File: config.mk
export PLATFORM = sky130hd
export DESIGN_NAME = stove_damper_pid_step
export DESIGN_NICKNAME = d
export VERILOG_FILES = /design/src/sv/sdp_pkg.sv /design/src/sv/sdp_ctl.sv /design/src/sv/sdp_pid.sv /design/src/sv/stove_damper_pid_step.sv
export SDC_FILE = /design/constraint.sdc
export NUM_CORES = 2
export LEC_CHECK = 0
export ABC_AREA = 1
export BUFFER_PORTS_ARGS = -buffer_cell sky130_fd_sc_hd__buf_2
export CORE_MARGIN = 2
export CORE_UTILIZATION = 60
export DETAILED_ROUTE_END_ITERATION = 8
export PLACE_DENSITY = 0.82
export RECOVER_POWER = 25
export SLEW_MARGIN = 5
export SYNTH_ARGS = -nofsm -noshare
export SYNTH_HDL_FRONTEND = slang
export SYNTH_SLANG_ARGS = --single-unit
File: constraint.sdc
create_clock -name clk_i -period 16.86 [get_ports clk_i]
set_clock_uncertainty 0.15 [all_clocks]
set_input_delay 0.843 -clock clk_i [delete_from_list [all_inputs] [get_ports clk_i]]
set_output_delay 0.843 -clock clk_i [all_outputs]
set_load 0.005 [all_outputs]
File: src/sv/sdp_pkg.sv
// Shared types, widths and codes for the stove damper PID step.
package sdp_pkg;

  // Field and datapath widths
  localparam int TEMP_W     = 11;
  localparam int ERR_W      = 12;
  localparam int DELTA_W    = 13;
  localparam int ESUM_W     = 22;  // signed running integral, before the floor
  localparam int GAIN_W     = 24;
  localparam int LIM_W      = 20;
  localparam int TIME_W     = 32;
  localparam int POS_W      = 7;
  localparam int CFG_IDX_W  = 3;
  localparam int CFG_DATA_W = 32;
  localparam int FRAC_W     = 16;  // Q8.16 gains
  localparam int ACC_W      = 49;

  // Damper limits and watchdog rise
  localparam logic [POS_W-1:0]        DAMPER_MIN  = 7'd0;
  localparam logic [POS_W-1:0]        DAMPER_MAX  = 7'd100;
  localparam logic signed [ERR_W-1:0] RISE_NEEDED = 12'sd3;

  // Integral can pass the largest end limit by at most one error step
  localparam logic [ESUM_W-2:0] ERR_SUM_MAX = 21'd1050622;

  typedef enum logic [1:0] {
    ST_MANUAL = 2'd0,
    ST_AUTO   = 2'd1,
    ST_FILL   = 2'd2,
    ST_END    = 2'd3
  } status_e;

  // What the output stage does with the damper position
  typedef enum logic [1:0] {
    DMP_HOLD = 2'd0,
    DMP_MIN  = 2'd1,
    DMP_MAX  = 2'd2,
    DMP_PID  = 2'd3
  } dmp_op_e;

  typedef enum logic [CFG_IDX_W-1:0] {
    CFG_TARGET  = 3'd0,
    CFG_MIN     = 3'd1,
    CFG_GAIN_P  = 3'd2,
    CFG_GAIN_I  = 3'd3,
    CFG_GAIN_D  = 3'd4,
    CFG_REFILL  = 3'd5,
    CFG_END     = 3'd6,
    CFG_TIMEOUT = 3'd7
  } cfg_idx_e;

  typedef struct packed {
    logic signed [TEMP_W-1:0] target_temp;
    logic signed [TEMP_W-1:0] min_temp;
    logic [GAIN_W-1:0]        gain_p;
    logic [GAIN_W-1:0]        gain_i;
    logic [GAIN_W-1:0]        gain_d;
    logic [LIM_W-1:0]         refill_limit;
    logic [LIM_W-1:0]         end_limit;
    logic [TIME_W-1:0]        low_timeout_ms;
  } cfg_t;

  typedef struct packed {
    logic signed [TEMP_W-1:0] temp;
    logic [TIME_W-1:0]        now_ms;
    logic                     manual;
    logic                     busy;
  } in_word_t;

  // Decision for one word, carried down the pipeline
  typedef struct packed {
    dmp_op_e op;
    status_e status;
    logic    sleep;
    logic    st_chg;
  } res_t;

  // PID error terms for one word
  typedef struct packed {
    logic signed [ERR_W-1:0]   prop;
    logic signed [ESUM_W-1:0]  sum;
    logic signed [DELTA_W-1:0] delta;
  } pid_err_t;

endpackage

File: src/sv/sdp_ctl.sv
// Control stage: PID error state, refuel history, watchdog and status decision.
module sdp_ctl import sdp_pkg::*; #(
  parameter int HISTORY_DEPTH = 10,
  parameter int RECENT_COUNT  = 5
) (
  input  logic     clk_i,
  input  logic     rst_ni,
  input  logic     ld_i,
  input  in_word_t word_i,
  input  cfg_t     cfg_i,
  output res_t     res_o,
  output pid_err_t err_o
);

  // Window sums and reciprocal for the mean of RECENT_COUNT samples
  localparam int WIN_W = TEMP_W + $clog2(RECENT_COUNT) + 1;
  localparam int DIV_K = WIN_W + 5;
  localparam logic [DIV_K:0] DIV_M =
    (DIV_K+1)'(((1 << DIV_K) + RECENT_COUNT - 1) / RECENT_COUNT);
  localparam int PROD_W = WIN_W + DIV_K + 1;

  // Taps that enter and leave the two windows on a shift
  localparam int  TAP_A  = (RECENT_COUNT < HISTORY_DEPTH) ? RECENT_COUNT - 1
                                                          : HISTORY_DEPTH - 1;
  localparam bit  HAS_B  = (RECENT_COUNT < HISTORY_DEPTH);
  localparam int  TAP_BI = HAS_B ? RECENT_COUNT - 1 : 0;
  localparam int  TAP_BO = !HAS_B ? 0 :
                           ((2 * RECENT_COUNT - 1 < HISTORY_DEPTH) ? 2 * RECENT_COUNT - 1
                                                                   : HISTORY_DEPTH - 1);

  // Mean with truncation toward zero: magnitude times reciprocal
  function automatic logic signed [WIN_W-1:0] win_mean(input logic signed [WIN_W-1:0] x);
    logic [WIN_W-1:0]  mag;
    logic [PROD_W-1:0] prod;
    logic [WIN_W-1:0]  fl;
    mag  = x[WIN_W-1] ? WIN_W'(-x) : WIN_W'(x);
    prod = PROD_W'(mag) * PROD_W'(DIV_M);
    fl   = prod[DIV_K +: WIN_W];
    return x[WIN_W-1] ? -$signed(fl) : $signed(fl);
  endfunction

  // State
  logic [ESUM_W-2:0]         err_sum_q, err_sum_d;
  logic signed [ERR_W-1:0]   err_prev_q, err_prev_d;
  logic signed [TEMP_W-1:0]  hist_q [HISTORY_DEPTH];
  logic signed [TEMP_W-1:0]  hist_d [HISTORY_DEPTH];
  logic signed [WIN_W-1:0]   a_sum_q, a_sum_d;
  logic signed [WIN_W-1:0]   b_sum_q, b_sum_d;
  status_e                   status_q, status_d;
  logic                      low_on_q, low_on_d;
  logic [TIME_W-1:0]         low_ms_q, low_ms_d;
  logic signed [TEMP_W-1:0]  low_temp_q, low_temp_d;

  // Stage output
  res_t     res_q;
  pid_err_t err_q;

  logic signed [TEMP_W-1:0]  t, tgt, tmin;
  logic signed [ERR_W-1:0]   err_new, rise, t_ext;
  logic signed [DELTA_W-1:0] delta;
  logic signed [ESUM_W-1:0]  sum_ext, sum_add, sum_pid;
  logic signed [WIN_W-1:0]   a_next, b_next;
  logic [TIME_W-1:0]         elapsed;
  logic                      in_run, refuel, sleep;
  dmp_op_e                   op;

  assign t    = word_i.temp;
  assign tgt  = cfg_i.target_temp;
  assign tmin = cfg_i.min_temp;

  // Error terms
  assign err_new = ERR_W'(tgt) - ERR_W'(t);
  assign delta   = DELTA_W'(err_new) - DELTA_W'(err_prev_q);
  assign sum_ext = $signed({1'b0, err_sum_q});
  assign sum_add = sum_ext + ESUM_W'(err_new);
  assign in_run  = err_sum_q < {1'b0, cfg_i.end_limit};

  // Watchdog comparisons
  assign t_ext   = ERR_W'(t);
  assign rise    = ERR_W'(low_temp_q) + RISE_NEEDED;
  assign elapsed = word_i.now_ms - low_ms_q;

  // Window sums after the new sample shifts in
  assign a_next = a_sum_q + WIN_W'(t) - WIN_W'(hist_q[TAP_A]);
  assign b_next = HAS_B ? b_sum_q + WIN_W'(hist_q[TAP_BI]) - WIN_W'(hist_q[TAP_BO])
                        : '0;
  assign refuel = win_mean(a_next) > win_mean(b_next);

  // Next state and decision
  always_comb begin
    err_sum_d  = err_sum_q;
    err_prev_d = err_prev_q;
    hist_d     = hist_q;
    a_sum_d    = a_sum_q;
    b_sum_d    = b_sum_q;
    status_d   = status_q;
    low_on_d   = low_on_q;
    low_ms_d   = low_ms_q;
    low_temp_d = low_temp_q;
    op         = DMP_HOLD;
    sleep      = 1'b0;
    sum_pid    = sum_ext;

    if (word_i.manual) begin
      status_d = ST_MANUAL;
    end else if (in_run) begin
      if (!low_on_q) begin
        sum_pid    = sum_add;
        err_prev_d = err_new;
      end
      hist_d[0] = t;
      for (int i = 1; i < HISTORY_DEPTH; i++) begin
        hist_d[i] = hist_q[i-1];
      end
      a_sum_d = a_next;
      b_sum_d = b_next;
      if (refuel) begin
        sum_pid = '0;
      end

      if (t >= tgt) begin
        op       = DMP_MIN;
        status_d = ST_AUTO;
      end else if (t <= tmin) begin
        op       = DMP_MAX;
        status_d = ST_AUTO;
        if (!low_on_q) begin
          low_ms_d   = word_i.now_ms;
          low_temp_d = t;
          low_on_d   = 1'b1;
        end else if (elapsed > cfg_i.low_timeout_ms && t_ext < rise) begin
          op       = DMP_MIN;
          status_d = ST_END;
          sleep    = !word_i.busy;
        end else if (t_ext >= rise) begin
          low_on_d = 1'b0;
        end
      end else if (!low_on_q) begin
        op       = DMP_PID;
        status_d = ST_AUTO;
      end

      // Fill status wins over the status of this word
      if (sum_pid > $signed({2'b0, cfg_i.refill_limit})) begin
        status_d = ST_FILL;
      end
      // Integral floor
      err_sum_d = sum_pid[ESUM_W-1] ? '0 : sum_pid[ESUM_W-2:0];
    end else if (t < tmin) begin
      op       = DMP_MIN;
      status_d = ST_END;
      sleep    = 1'b1;
    end
  end

  // State registers, committed once per word
  always_ff @(posedge clk_i or negedge rst_ni) begin
    if (!rst_ni) begin
      err_sum_q  <= '0;
      err_prev_q <= '0;
      for (int i = 0; i < HISTORY_DEPTH; i++) begin
        hist_q[i] <= '0;
      end
      a_sum_q    <= '0;
      b_sum_q    <= '0;
      status_q   <= ST_MANUAL;
      low_on_q   <= 1'b0;
      low_ms_q   <= '0;
      low_temp_q <= '0;
    end else if (ld_i) begin
      err_sum_q  <= err_sum_d;
      err_prev_q <= err_prev_d;
      hist_q     <= hist_d;
      a_sum_q    <= a_sum_d;
      b_sum_q    <= b_sum_d;
      status_q   <= status_d;
      low_on_q   <= low_on_d;
      low_ms_q   <= low_ms_d;
      low_temp_q <= low_temp_d;
    end
  end

  // Stage register toward the multipliers
  always_ff @(posedge clk_i) begin
    if (ld_i) begin
      res_q.op     <= op;
      res_q.status <= status_d;
      res_q.sleep  <= sleep;
      res_q.st_chg <= (status_d != status_q);
      err_q.prop   <= err_new;
      err_q.sum    <= sum_pid;
      err_q.delta  <= delta;
    end
  end

  assign res_o = res_q;
  assign err_o = err_q;

`ifndef SYNTHESIS
  // Integral never grows past one step beyond the largest end limit
  a_sum_bound: assert property (@(posedge clk_i) disable iff (!rst_ni)
    err_sum_q <= ERR_SUM_MAX)
    else $error("integral out of range");

  // While the watchdog runs the previous error is frozen
  a_prev_frozen: assert property (@(posedge clk_i) disable iff (!rst_ni)
    ld_i && low_on_q |=> err_prev_q == $past(err_prev_q))
    else $error("error history moved during watchdog");

  // Manual words leave the integral alone
  a_manual_hold: assert property (@(posedge clk_i) disable iff (!rst_ni)
    ld_i && word_i.manual |=> err_sum_q == $past(err_sum_q))
    else $error("integral moved on a manual word");
`endif

endmodule

File: src/sv/sdp_pid.sv
// PID datapath: three gain products, then their sum.
module sdp_pid import sdp_pkg::*; (
  input  logic                    clk_i,
  input  logic                    ld_c_i,
  input  logic                    ld_d_i,
  input  cfg_t                    cfg_i,
  input  res_t                    res_i,
  input  pid_err_t                err_i,
  output res_t                    res_o,
  output logic signed [ACC_W-1:0] acc_o
);

  localparam int PP_W = GAIN_W + 1 + ERR_W;
  localparam int PI_W = GAIN_W + 1 + ESUM_W;
  localparam int PD_W = GAIN_W + 1 + DELTA_W;

  logic signed [PP_W-1:0]  pp_q;
  logic signed [PI_W-1:0]  pi_q;
  logic signed [PD_W-1:0]  pd_q;
  logic signed [ACC_W-1:0] acc_q;
  res_t                    res_c_q, res_d_q;

  // Product stage
  always_ff @(posedge clk_i) begin
    if (ld_c_i) begin
      pp_q    <= $signed({1'b0, cfg_i.gain_p}) * $signed(err_i.prop);
      pi_q    <= $signed({1'b0, cfg_i.gain_i}) * $signed(err_i.sum);
      pd_q    <= $signed({1'b0, cfg_i.gain_d}) * $signed(err_i.delta);
      res_c_q <= res_i;
    end
  end

  // Sum stage
  always_ff @(posedge clk_i) begin
    if (ld_d_i) begin
      acc_q   <= ACC_W'(pp_q) + ACC_W'(pi_q) + ACC_W'(pd_q);
      res_d_q <= res_c_q;
    end
  end

  assign res_o = res_d_q;
  assign acc_o = acc_q;

endmodule

File: src/sv/stove_damper_pid_step.sv
// Stove damper PID step: top level with config registers, pipeline and result stage.
//
//   channel  direction  handshake                     payload
//   in       to block   in_valid_i / in_stall_o       temp_now, now_ms, manual_mode, servo_busy
//   out      from block out_valid_o / out_stall_i     damper_percent, status_code, sleep_request,
//                                                     position_changed, status_changed
//   cfg      to block   cfg_we_i                      cfg_idx_i, cfg_data_i
//
// One word per cycle while out_stall_i does not hold the pipeline; a result is valid once its word
// has passed the input reg, control stage, product stage, sum stage and result reg.
// The loop through the integral and history closes inside the control stage.
// Reset loads the default config, clears the PID and history state and sets
// the damper to fully open; no clearing pass. Stalls ripple back stage by stage,
// so empty stages still fill while the result reg waits.
module stove_damper_pid_step import sdp_pkg::*; #(
  parameter int HISTORY_DEPTH = 10,
  parameter int RECENT_COUNT  = 5
) (
  input  logic                     clk_i,
  input  logic                     rst_ni,
  // config
  input  logic                     cfg_we_i,
  input  logic [CFG_IDX_W-1:0]     cfg_idx_i,
  input  logic [CFG_DATA_W-1:0]    cfg_data_i,
  // input words
  input  logic                     in_valid_i,
  output logic                     in_stall_o,
  input  logic signed [TEMP_W-1:0] temp_now_i,
  input  logic [TIME_W-1:0]        now_ms_i,
  input  logic                     manual_mode_i,
  input  logic                     servo_busy_i,
  // result words
  output logic                     out_valid_o,
  input  logic                     out_stall_i,
  output logic [POS_W-1:0]         damper_percent_o,
  output logic [1:0]               status_code_o,
  output logic                     sleep_request_o,
  output logic                     position_changed_o,
  output logic                     status_changed_o
);

  cfg_t                    cfg_q;
  in_word_t                in_q;
  logic                    a_v_q, b_v_q, c_v_q, d_v_q, out_v_q;
  logic                    rdy_a, rdy_b, rdy_c, rdy_d, rdy_e;
  logic                    ld_a, ld_b, ld_c, ld_d, ld_e;
  res_t                    res_b, res_d;
  pid_err_t                err_b;
  logic signed [ACC_W-1:0] acc_d;
  logic [ACC_W-FRAC_W-1:0] whole;
  logic [POS_W-1:0]        pid_pos, pos_d;
  logic [POS_W-1:0]        damper_q;
  status_e                 status_q;
  logic                    sleep_q, pos_chg_q, st_chg_q;

  // Config registers
  always_ff @(posedge clk_i or negedge rst_ni) begin
    if (!rst_ni) begin
      cfg_q.target_temp    <= 11'sd200;
      cfg_q.min_temp       <= 11'sd50;
      cfg_q.gain_p         <= 24'd1638400;
      cfg_q.gain_i         <= 24'd1638;
      cfg_q.gain_d         <= 24'd327680;
      cfg_q.refill_limit   <= 20'd5000;
      cfg_q.end_limit      <= 20'd10000;
      cfg_q.low_timeout_ms <= 32'd240000;
    end else if (cfg_we_i) begin
      unique case (cfg_idx_e'(cfg_idx_i))
        CFG_TARGET:  cfg_q.target_temp    <= cfg_data_i[TEMP_W-1:0];
        CFG_MIN:     cfg_q.min_temp       <= cfg_data_i[TEMP_W-1:0];
        CFG_GAIN_P:  cfg_q.gain_p         <= cfg_data_i[GAIN_W-1:0];
        CFG_GAIN_I:  cfg_q.gain_i         <= cfg_data_i[GAIN_W-1:0];
        CFG_GAIN_D:  cfg_q.gain_d         <= cfg_data_i[GAIN_W-1:0];
        CFG_REFILL:  cfg_q.refill_limit   <= cfg_data_i[LIM_W-1:0];
        CFG_END:     cfg_q.end_limit      <= cfg_data_i[LIM_W-1:0];
        CFG_TIMEOUT: cfg_q.low_timeout_ms <= cfg_data_i[TIME_W-1:0];
      endcase
    end
  end

  // Per-stage ready and load
  assign rdy_e = !out_v_q || !out_stall_i;
  assign rdy_d = !d_v_q || rdy_e;
  assign rdy_c = !c_v_q || rdy_d;
  assign rdy_b = !b_v_q || rdy_c;
  assign rdy_a = !a_v_q || rdy_b;

  assign ld_a = in_valid_i && rdy_a;
  assign ld_b = a_v_q && rdy_b;
  assign ld_c = b_v_q && rdy_c;
  assign ld_d = c_v_q && rdy_d;
  assign ld_e = d_v_q && rdy_e;

  assign in_stall_o = !rdy_a;

  // Valid bits
  always_ff @(posedge clk_i or negedge rst_ni) begin
    if (!rst_ni) begin
      a_v_q   <= 1'b0;
      b_v_q   <= 1'b0;
      c_v_q   <= 1'b0;
      d_v_q   <= 1'b0;
      out_v_q <= 1'b0;
    end else begin
      if (rdy_a) a_v_q   <= ld_a;
      if (rdy_b) b_v_q   <= ld_b;
      if (rdy_c) c_v_q   <= ld_c;
      if (rdy_d) d_v_q   <= ld_d;
      if (rdy_e) out_v_q <= ld_e;
    end
  end

  // Input register
  always_ff @(posedge clk_i) begin
    if (ld_a) begin
      in_q.temp   <= temp_now_i;
      in_q.now_ms <= now_ms_i;
      in_q.manual <= manual_mode_i;
      in_q.busy   <= servo_busy_i;
    end
  end

  sdp_ctl #(
    .HISTORY_DEPTH (HISTORY_DEPTH),
    .RECENT_COUNT  (RECENT_COUNT)
  ) u_ctl (
    .clk_i  (clk_i),
    .rst_ni (rst_ni),
    .ld_i   (ld_b),
    .word_i (in_q),
    .cfg_i  (cfg_q),
    .res_o  (res_b),
    .err_o  (err_b)
  );

  sdp_pid u_pid (
    .clk_i  (clk_i),
    .ld_c_i (ld_c),
    .ld_d_i (ld_d),
    .cfg_i  (cfg_q),
    .res_i  (res_b),
    .err_i  (err_b),
    .res_o  (res_d),
    .acc_o  (acc_d)
  );

  // Truncate PID output and clamp to the damper range
  assign whole   = acc_d[ACC_W-1:FRAC_W];
  assign pid_pos = acc_d[ACC_W-1] ? DAMPER_MIN :
                   (whole > (ACC_W-FRAC_W)'(DAMPER_MAX)) ? DAMPER_MAX : whole[POS_W-1:0];

  always_comb begin
    unique case (res_d.op)
      DMP_HOLD: pos_d = damper_q;
      DMP_MIN:  pos_d = DAMPER_MIN;
      DMP_MAX:  pos_d = DAMPER_MAX;
      DMP_PID:  pos_d = pid_pos;
    endcase
  end

  // Result register; damper position doubles as state
  always_ff @(posedge clk_i or negedge rst_ni) begin
    if (!rst_ni) begin
      damper_q <= DAMPER_MAX;
    end else if (ld_e) begin
      damper_q <= pos_d;
    end
  end

  always_ff @(posedge clk_i) begin
    if (ld_e) begin
      status_q  <= res_d.status;
      sleep_q   <= res_d.sleep;
      pos_chg_q <= (pos_d != damper_q);
      st_chg_q  <= res_d.st_chg;
    end
  end

  assign out_valid_o        = out_v_q;
  assign damper_percent_o   = damper_q;
  assign status_code_o      = status_q;
  assign sleep_request_o    = sleep_q;
  assign position_changed_o = pos_chg_q;
  assign status_changed_o   = st_chg_q;

`ifndef SYNTHESIS
  // Damper stays inside its range
  a_pos_range: assert property (@(posedge clk_i) disable iff (!rst_ni)
    out_valid_o |-> damper_percent_o <= DAMPER_MAX)
    else $error("damper out of range");

  // Sleep only comes with a closed damper; fill status may mask the end status
  a_sleep_end: assert property (@(posedge clk_i) disable iff (!rst_ni)
    out_valid_o && sleep_request_o |-> damper_percent_o == DAMPER_MIN)
    else $error("sleep with damper open");

  // Position flag matches the move of the held position
  a_pos_flag: assert property (@(posedge clk_i) disable iff (!rst_ni)
    ld_e |=> position_changed_o == (damper_q != $past(damper_q)))
    else $error("position flag mismatch");
`endif

endmodule
# Word-level counts from Yosys, hierarchy flattened
# Cells that the tools add are included.
# Widths: inputs -> output; s select.
[word_totals]
regBits = 683
output_inout_bits = 14
elab_cells = 179
[classes]
addsub = 15
multipliers = 5
magnitude_cmp = 10
n_eq_ne = 12
n_mux = 39
bitwise_logic = 4
n_reduce_logical = 34
[op_table]
columns = ["op", "n"]
rows = [
  ["$mux 22", 4],
  ["$mux 21", 3],
  ["$mul 15x16->31 const B", 2],
  ["$mux 15", 4],
  ["$add 48x38->49", 1],
  ["$add 37x47->48", 1],
  ["$mul 25x22->47", 1],
  ["$mul 25x13->38", 1],
  ["$mul 25x12->37", 1],
  ["$gt 33x7->1 const B", 1],
  ["$gt 32x32->1", 1],
  ["$sub 32x32->32", 1],
  ["$mux 2", 15],
  ["$neg 13->15", 2],
  ["$neg 15->15", 2],
  ["$pmux 7 s4", 1],
  ["$add 22x12->22", 1],
  ["$gt 22x21->1", 1],
  ["$lt 21x20->1", 1],
  ["$reduce_and 2->1", 8],
  ["$add 15x11->15", 1],
  ["$add 15x15->15", 1],
  ["$gt 15x15->1", 1],
  ["$sub 15x11->15", 1],
  ["other kinds (29)", 63],
]

# Logic depth before layout (Yosys ltp)
[logic_depth]
depth_word = 16
ltp_mapped = 83

# Hierarchy
# From an unflattened synthesis, not the netlist that was laid out.
[unflattened]
cells_unflattened = 11070
hier_area_um2 = 87666.6
[modules_own_cells]
columns = ["module", "instances", "cells_each", "area_per_inst_um2"]
rows = [
  ["sdp_pid", 1, 6561, 50285.7],
  ["sdp_ctl", 1, 3729, 28969.0],
  ["stove_damper_pid_step", 1, 780, 8411.8],
]

# Least setup slack after synthesis
# OpenSTA, ideal clock, no wires.
[synth_path]
path_kind = "reg2reg"
from = "register in_q[44] in the netlist's numbering"
to = "register u_ctl.res_q, in the netlist u_ctl.res_o[0], data pin"
setup_time_ns = 0.259
arrival_time_ns = 10.727
required_ns = 16.451
path_slack_ns = 5.725
stages_incl_launch_ff = 70
period_less_slack_ns = 11.135
path_cell_list = "edfxtp_1 > inv_1 > fa_1 > inv_1 > ha_1 > a21o_1 > nand2_1 > nand2_1 > a21oi_1 > nand2_1 > nand2_2 > nand2_2 > inv_1 > buf_1 > clkbuf_1 > nand2_1 > xor2_1 > ha_1 > [34 not listed] > ha_1 > nand2_1 > inv_1 > nand3_1 > nor3_1 > inv_1 > o21ai_0 > a21boi_0 > o21ai_0 > o21ai_0 > nand2_1 > nand2_1 > nand2_1 > nand2_1 > nand2_1 > nand2_1 > nand2_1 > nand3_1"
[synth_between]
elab_chain_cells = 16
[synth_lines]
columns = ["item", "line", "rtl"]
rows = [
  ["start: declaration", "stove_damper_pid_step.sv:43", "in_word_t in_q;"],
  ["$add 15x11->15", "sdp_ctl.sv:84", "assign a_next = a_sum_q + WIN_W'(t) - WIN_W'(hist_q[TAP_A]);"],
  ["$sub 15x11->15", "sdp_ctl.sv:84", ""],
  ["$neg 15->15", "sdp_ctl.sv:36", "mag = x[WIN_W-1] ? WIN_W'(-x) : WIN_W'(x);"],
  ["$mux 15", "sdp_ctl.sv:36", ""],
  ["$mul 15x16->31", "sdp_ctl.sv:37", "prod = PROD_W'(mag) * PROD_W'(DIV_M);"],
  ["$neg 13->15", "sdp_ctl.sv:39", "return x[WIN_W-1] ? -$signed(fl) : $signed(fl);"],
  ["$mux 15", "sdp_ctl.sv:39", ""],
  ["$gt 15x15->1", "sdp_ctl.sv:87", "assign refuel = win_mean(a_next) > win_mean(b_next);"],
  ["$mux 22", "sdp_ctl.sv:117", "if (refuel) begin"],
  ["$mux 22", "sdp_ctl.sv:106", "end else if (in_run) begin"],
  ["$mux 22", "sdp_ctl.sv:104", "if (word_i.manual) begin"],
  ["$gt 22x21->1", "sdp_ctl.sv:144", "if (sum_pid > $signed({2'b0, cfg_i.refill_limit})) begin"],
  ["$mux 2", "sdp_ctl.sv:144", ""],
  ["$mux 2 (*)", "sdp_ctl.sv:106", ""],
  ["$mux 2 (*)", "sdp_ctl.sv:104", ""],
  ["$ne 2x2->1 (*)", "sdp_ctl.sv:189", "res_q.st_chg <= (status_d != status_q);"],
  ["end: declaration", "sdp_ctl.sv:55", "res_t res_q;"],
]
# Every way passes the cells marked *; elsewhere a longest branch is shown, timed or not. The select of a mux whose other input is x is not followed.
# A chain may end at the register's enable or synchronous reset.

# Final worst setup path
[layout_path]
from = "register u_ctl.hist_q[65] in the netlist's numbering"
to = "register u_ctl.res_q, in the netlist u_ctl.res_o[0], data pin"
[layout_between]
elab_chain_cells = 16
[layout_lines]
columns = ["item", "line", "rtl"]
rows = [
  ["start: declaration", "sdp_ctl.sv:45", "logic signed [TEMP_W-1:0] hist_q [HISTORY_DEPTH];"],
  ["start signal: assignment", "sdp_ctl.sv:173", "hist_q <= hist_d;"],
  ["$add 15x15->15", "sdp_ctl.sv:85", "assign b_next = HAS_B ? b_sum_q + WIN_W'(hist_q[TAP_BI]) - WIN_W'(hist_q[TAP_BO])"],
  ["$sub 15x15->15", "sdp_ctl.sv:85", ""],
  ["$neg 15->15", "sdp_ctl.sv:36", ""],
  ["$mux 15", "sdp_ctl.sv:36", ""],
  ["$mul 15x16->31", "sdp_ctl.sv:37", ""],
  ["$neg 13->15", "sdp_ctl.sv:39", ""],
  ["$mux 15", "sdp_ctl.sv:39", ""],
  ["$gt 15x15->1 (*)", "sdp_ctl.sv:87", ""],
  ["$mux 22 (*)", "sdp_ctl.sv:117", ""],
  ["$mux 22 (*)", "sdp_ctl.sv:106", ""],
  ["$mux 22 (*)", "sdp_ctl.sv:104", ""],
  ["$gt 22x21->1 (*)", "sdp_ctl.sv:144", ""],
  ["$mux 2 (*)", "sdp_ctl.sv:144", ""],
  ["$mux 2 (*)", "sdp_ctl.sv:106", ""],
  ["$mux 2 (*)", "sdp_ctl.sv:104", ""],
  ["$ne 2x2->1 (*)", "sdp_ctl.sv:189", ""],
]
# Marked as above.

==> flow_summary.yaml <==
setup_path:
  reg2reg_to: "u_ctl.res_o[0]"
  endpoint_kind: "flop"
  cpPeakStageDelay_ns: 0.71
  crit_cells: 75
  crit_arrival_ns: 13.89
  reg2reg_setup_slack_ns: 3.21
  cpMaxStageDelayCell: "inv_1"
  crit_path_frequent_cell: "nand2_1"
  r2r_cells: 75
  crit_start: "u_ctl.hist_q[65]"
  cp_num_buf_inv: 14
  crit_path_end: "u_ctl.res_o[0]"
  critPathRequiredTime_ns: 17.11
  start_kind: "flop"
  cp_max_fo: 22
  crit_type: "reg -> reg"
  r2r-start: "u_ctl.hist_q[65]"
  crit_family: "adder cells"
timing:
  slew_viol_final: 441
  worstMarginPinSlew_ns: 7.07
  fmax_mhz: 73.3
  fin_setup_tns_ns: 0
  rsz0062_at_grt: "false"
  relSlewSlack: -3.72
  period_share: 0.809
  setup_viol: 0
  fin_crit_ns: 13.65
  hold_violations: 0
clock_tree:
  h-tree-depth: 3
  cts_root_buffer: "clkbuf_16"
  numCtsBuffers: 72
  post_cts_buffers: 0
  post_cts_resized: 0
  hold_buffers: 0
  clkTransAtPathRegs_ns: 0.07
  cts_num_sinks: 667
  insertion_delay_ns: 0.71
  cts_tree: "done"
  clockBufferDepth: 3
grt:
  antenna_found_initial: 9
  grt_pass1_vias: 68100
  grt_overflow_total: 0
  grt_pass1_wl_um: 358000
  track_usage: 0.324
  grt_max_degree: 103
worst_hold_path:
  hold_path.class: "in -> reg"
run:
  max-cap-violations: 8
routing:
  dr.first_iter.drc_count: 5355
  routed_wl_um: 222000
  drtAntennaViolNets: 0
  firstDrtPassIters: 6
  via_per_inst: 5.62
  vias: 64400
  wl_per_cell_um: 19.3
  drc: 0
cells_and_area:
  final_nets: 11700
  layout-drive-gt1-share: 0.0493
  multi_input_area_um2: 54700
  nFillCells: 11000
  syn2layout_area_growth_pct: 5.80
  seq_area_um2: 18100
  final_util: 0.640
outcome:
  violations: "max-capacitance violations, max-slew violations"
  status: "finished with violations"
die:
  ios: 99
  die_h_um: 374
  die-area_um2: 140000
  core-area_um2: 136000
  die_x_um: 374
  initial_core_util: 0.605
  num_rows: 135
placement:
  dp_hpwl_um: 177000
  port_buffers: 98
  gp_congestion: 0.959
logic_synthesis:
  synth_seq_area_share: 0.220
  ys_types: 73
  ys_ff_latch: 667
  synth_edf_count: 270
  yosysMostFrequentCell: "nand2_1"
  synth_nets: 11700
  syn_area_um2: 82000
  synth_top_area_cell: "fa_1"
  syn_inst: 9649
  synth_common_cells: "nand2_1, inv_1, fa_1"
  ys_top_cells_by_area: "fa_1, ha_1, dfrtp_1"
  async_flop_share: 0.595
  postSynthAreaPerCell_um2: 8.50
  synth_flop_cell: "dfrtp_1"
  synth_top_area_frac: 0.267
  ys_warn_count: 0
-- registers in the layout, indices dropped and copies added, names as in the netlist, 11 cells and up --
name	cells
cfg_q	166
u_ctl.hist_q	110
u_ctl.err_o	47
u_pid.pi_q	47
in_q	45
u_pid.pd_q	38
u_pid.pp_q	37
u_pid.acc_o	33
u_ctl.low_ms_q	32
u_ctl.err_sum_q	21
u_ctl.a_sum_q	15
u_ctl.b_sum_q	15
u_ctl.err_prev_q	12
u_ctl.low_temp_q	11
-- through the flow --
stage                     hold WS, ns  cell area, µm²  std cells  worst slack (ns)
after global placement          0.253           84300      11300              3.39
after CTS                      0.0818           86900      11400              3.16
final                           0.157           86800      11500              3.21
after floorplan                 0.250           82000       9649              5.72
after global routing            0.131           86800      11500              1.86
after detailed placement        0.255           84300      11300              3.26
-- logic make-up (layout without fill, tap and decap cells) --
| logic type | count (synthesis) | count (layout) | share of synthesized area |
|---|---|---|---|
| buf+inv | 2458 | 2477 | 0.113 |
| fa+ha+maj | 1991 | 1991 | 0.404 |
| simple gates | 3066 | 3066 | 0.151 |
| compound gates | 1178 | 1178 | 0.0802 |
| flops | 667 | 667 | 0.220 |
| xor+xnor | 288 | 288 | 0.0319 |
| other cells | 0 | 6 | 0 |
| mux | 1 | 1 | 0.000137 |
-- how the worst min path moves through the flow --
| stage | slack [ns] | cells after the start | to | startpoint |
|---|---|---|---|---|
| finish | 0.16 | 1 | in_q[24] | now_ms_i[22] |
| global route | 0.13 | 1 | in_q[24] | now_ms_i[22] |
| CTS | 0.08 | 1 | damper_percent_o[4] | rst_ni |
| detailed placement | 0.26 | 0 | u_pid.res_o[0] | u_pid.res_c_q[0] |
| global placement | 0.25 | 0 | u_pid.res_o[1] | u_pid.res_c_q[1] |
| floorplan | 0.25 | 0 | sleep_request_o | u_pid.res_o[1] |
-- final cells by class --
type                            count  area share
Antenna cell                        6    0.000173
Clock buffer                       89      0.0227
Clock inverter                     45     0.00703
Inverter                         2169      0.0938
Multi-Input combinational cell   6524       0.630
Sequential cell                   667       0.208
Tap cell                         1781      0.0257
Timing Repair Buffer              174      0.0118
-- worst reg2reg max path: cells and delay by family, from the launching register on --
kind	cells	cell delay (ns)
AND/OR/NAND/NOR	37	3.46
buffers and inverters	14	2.27
AO/OA/AOI/OAI	12	1.89
flip-flops	1	0.59
adder cells (fa/ha/maj)	11	4.53
XOR/XNOR	1	0.45
-- layer usage --
metal | GRT usage | part of all wire | vias up
li1 | - | - | 29500
met1 | 0.401 | 0.38 | 31500
met2 | 0.552 | 0.48 | 2742
met3 | 0.0503 | 0.079 | 637
met4 | 0.167 | 0.060 | 0
met5 | 0 | 0 | -
-- cells in the final DEF (no fill, tap or decap), types with 68 or more instances in the layout --
cell | synthesis | final
dfrtp_1 | 360 | 360
nor2_1 | 356 | 354
fa_1 | 1095 | 1095
xnor2_1 | 97 | 97
nand2_1 | 2311 | 2309
inv_1 | 2162 | 2161
xor2_1 | 178 | 178
nand3_1 | 140 | 140
o21ai_0 | 476 | 476
clkbuf_16 | 0 | 75
buf_2 | 11 | 91
buf_4 | 1 | 68
edfxtp_1 | 270 | 270
a21oi_1 | 430 | 430
ha_1 | 896 | 896
Power is left out: the tool's default activity adds up to more than one toggle a clock period on the data nets, which glitch-free logic cannot reach.
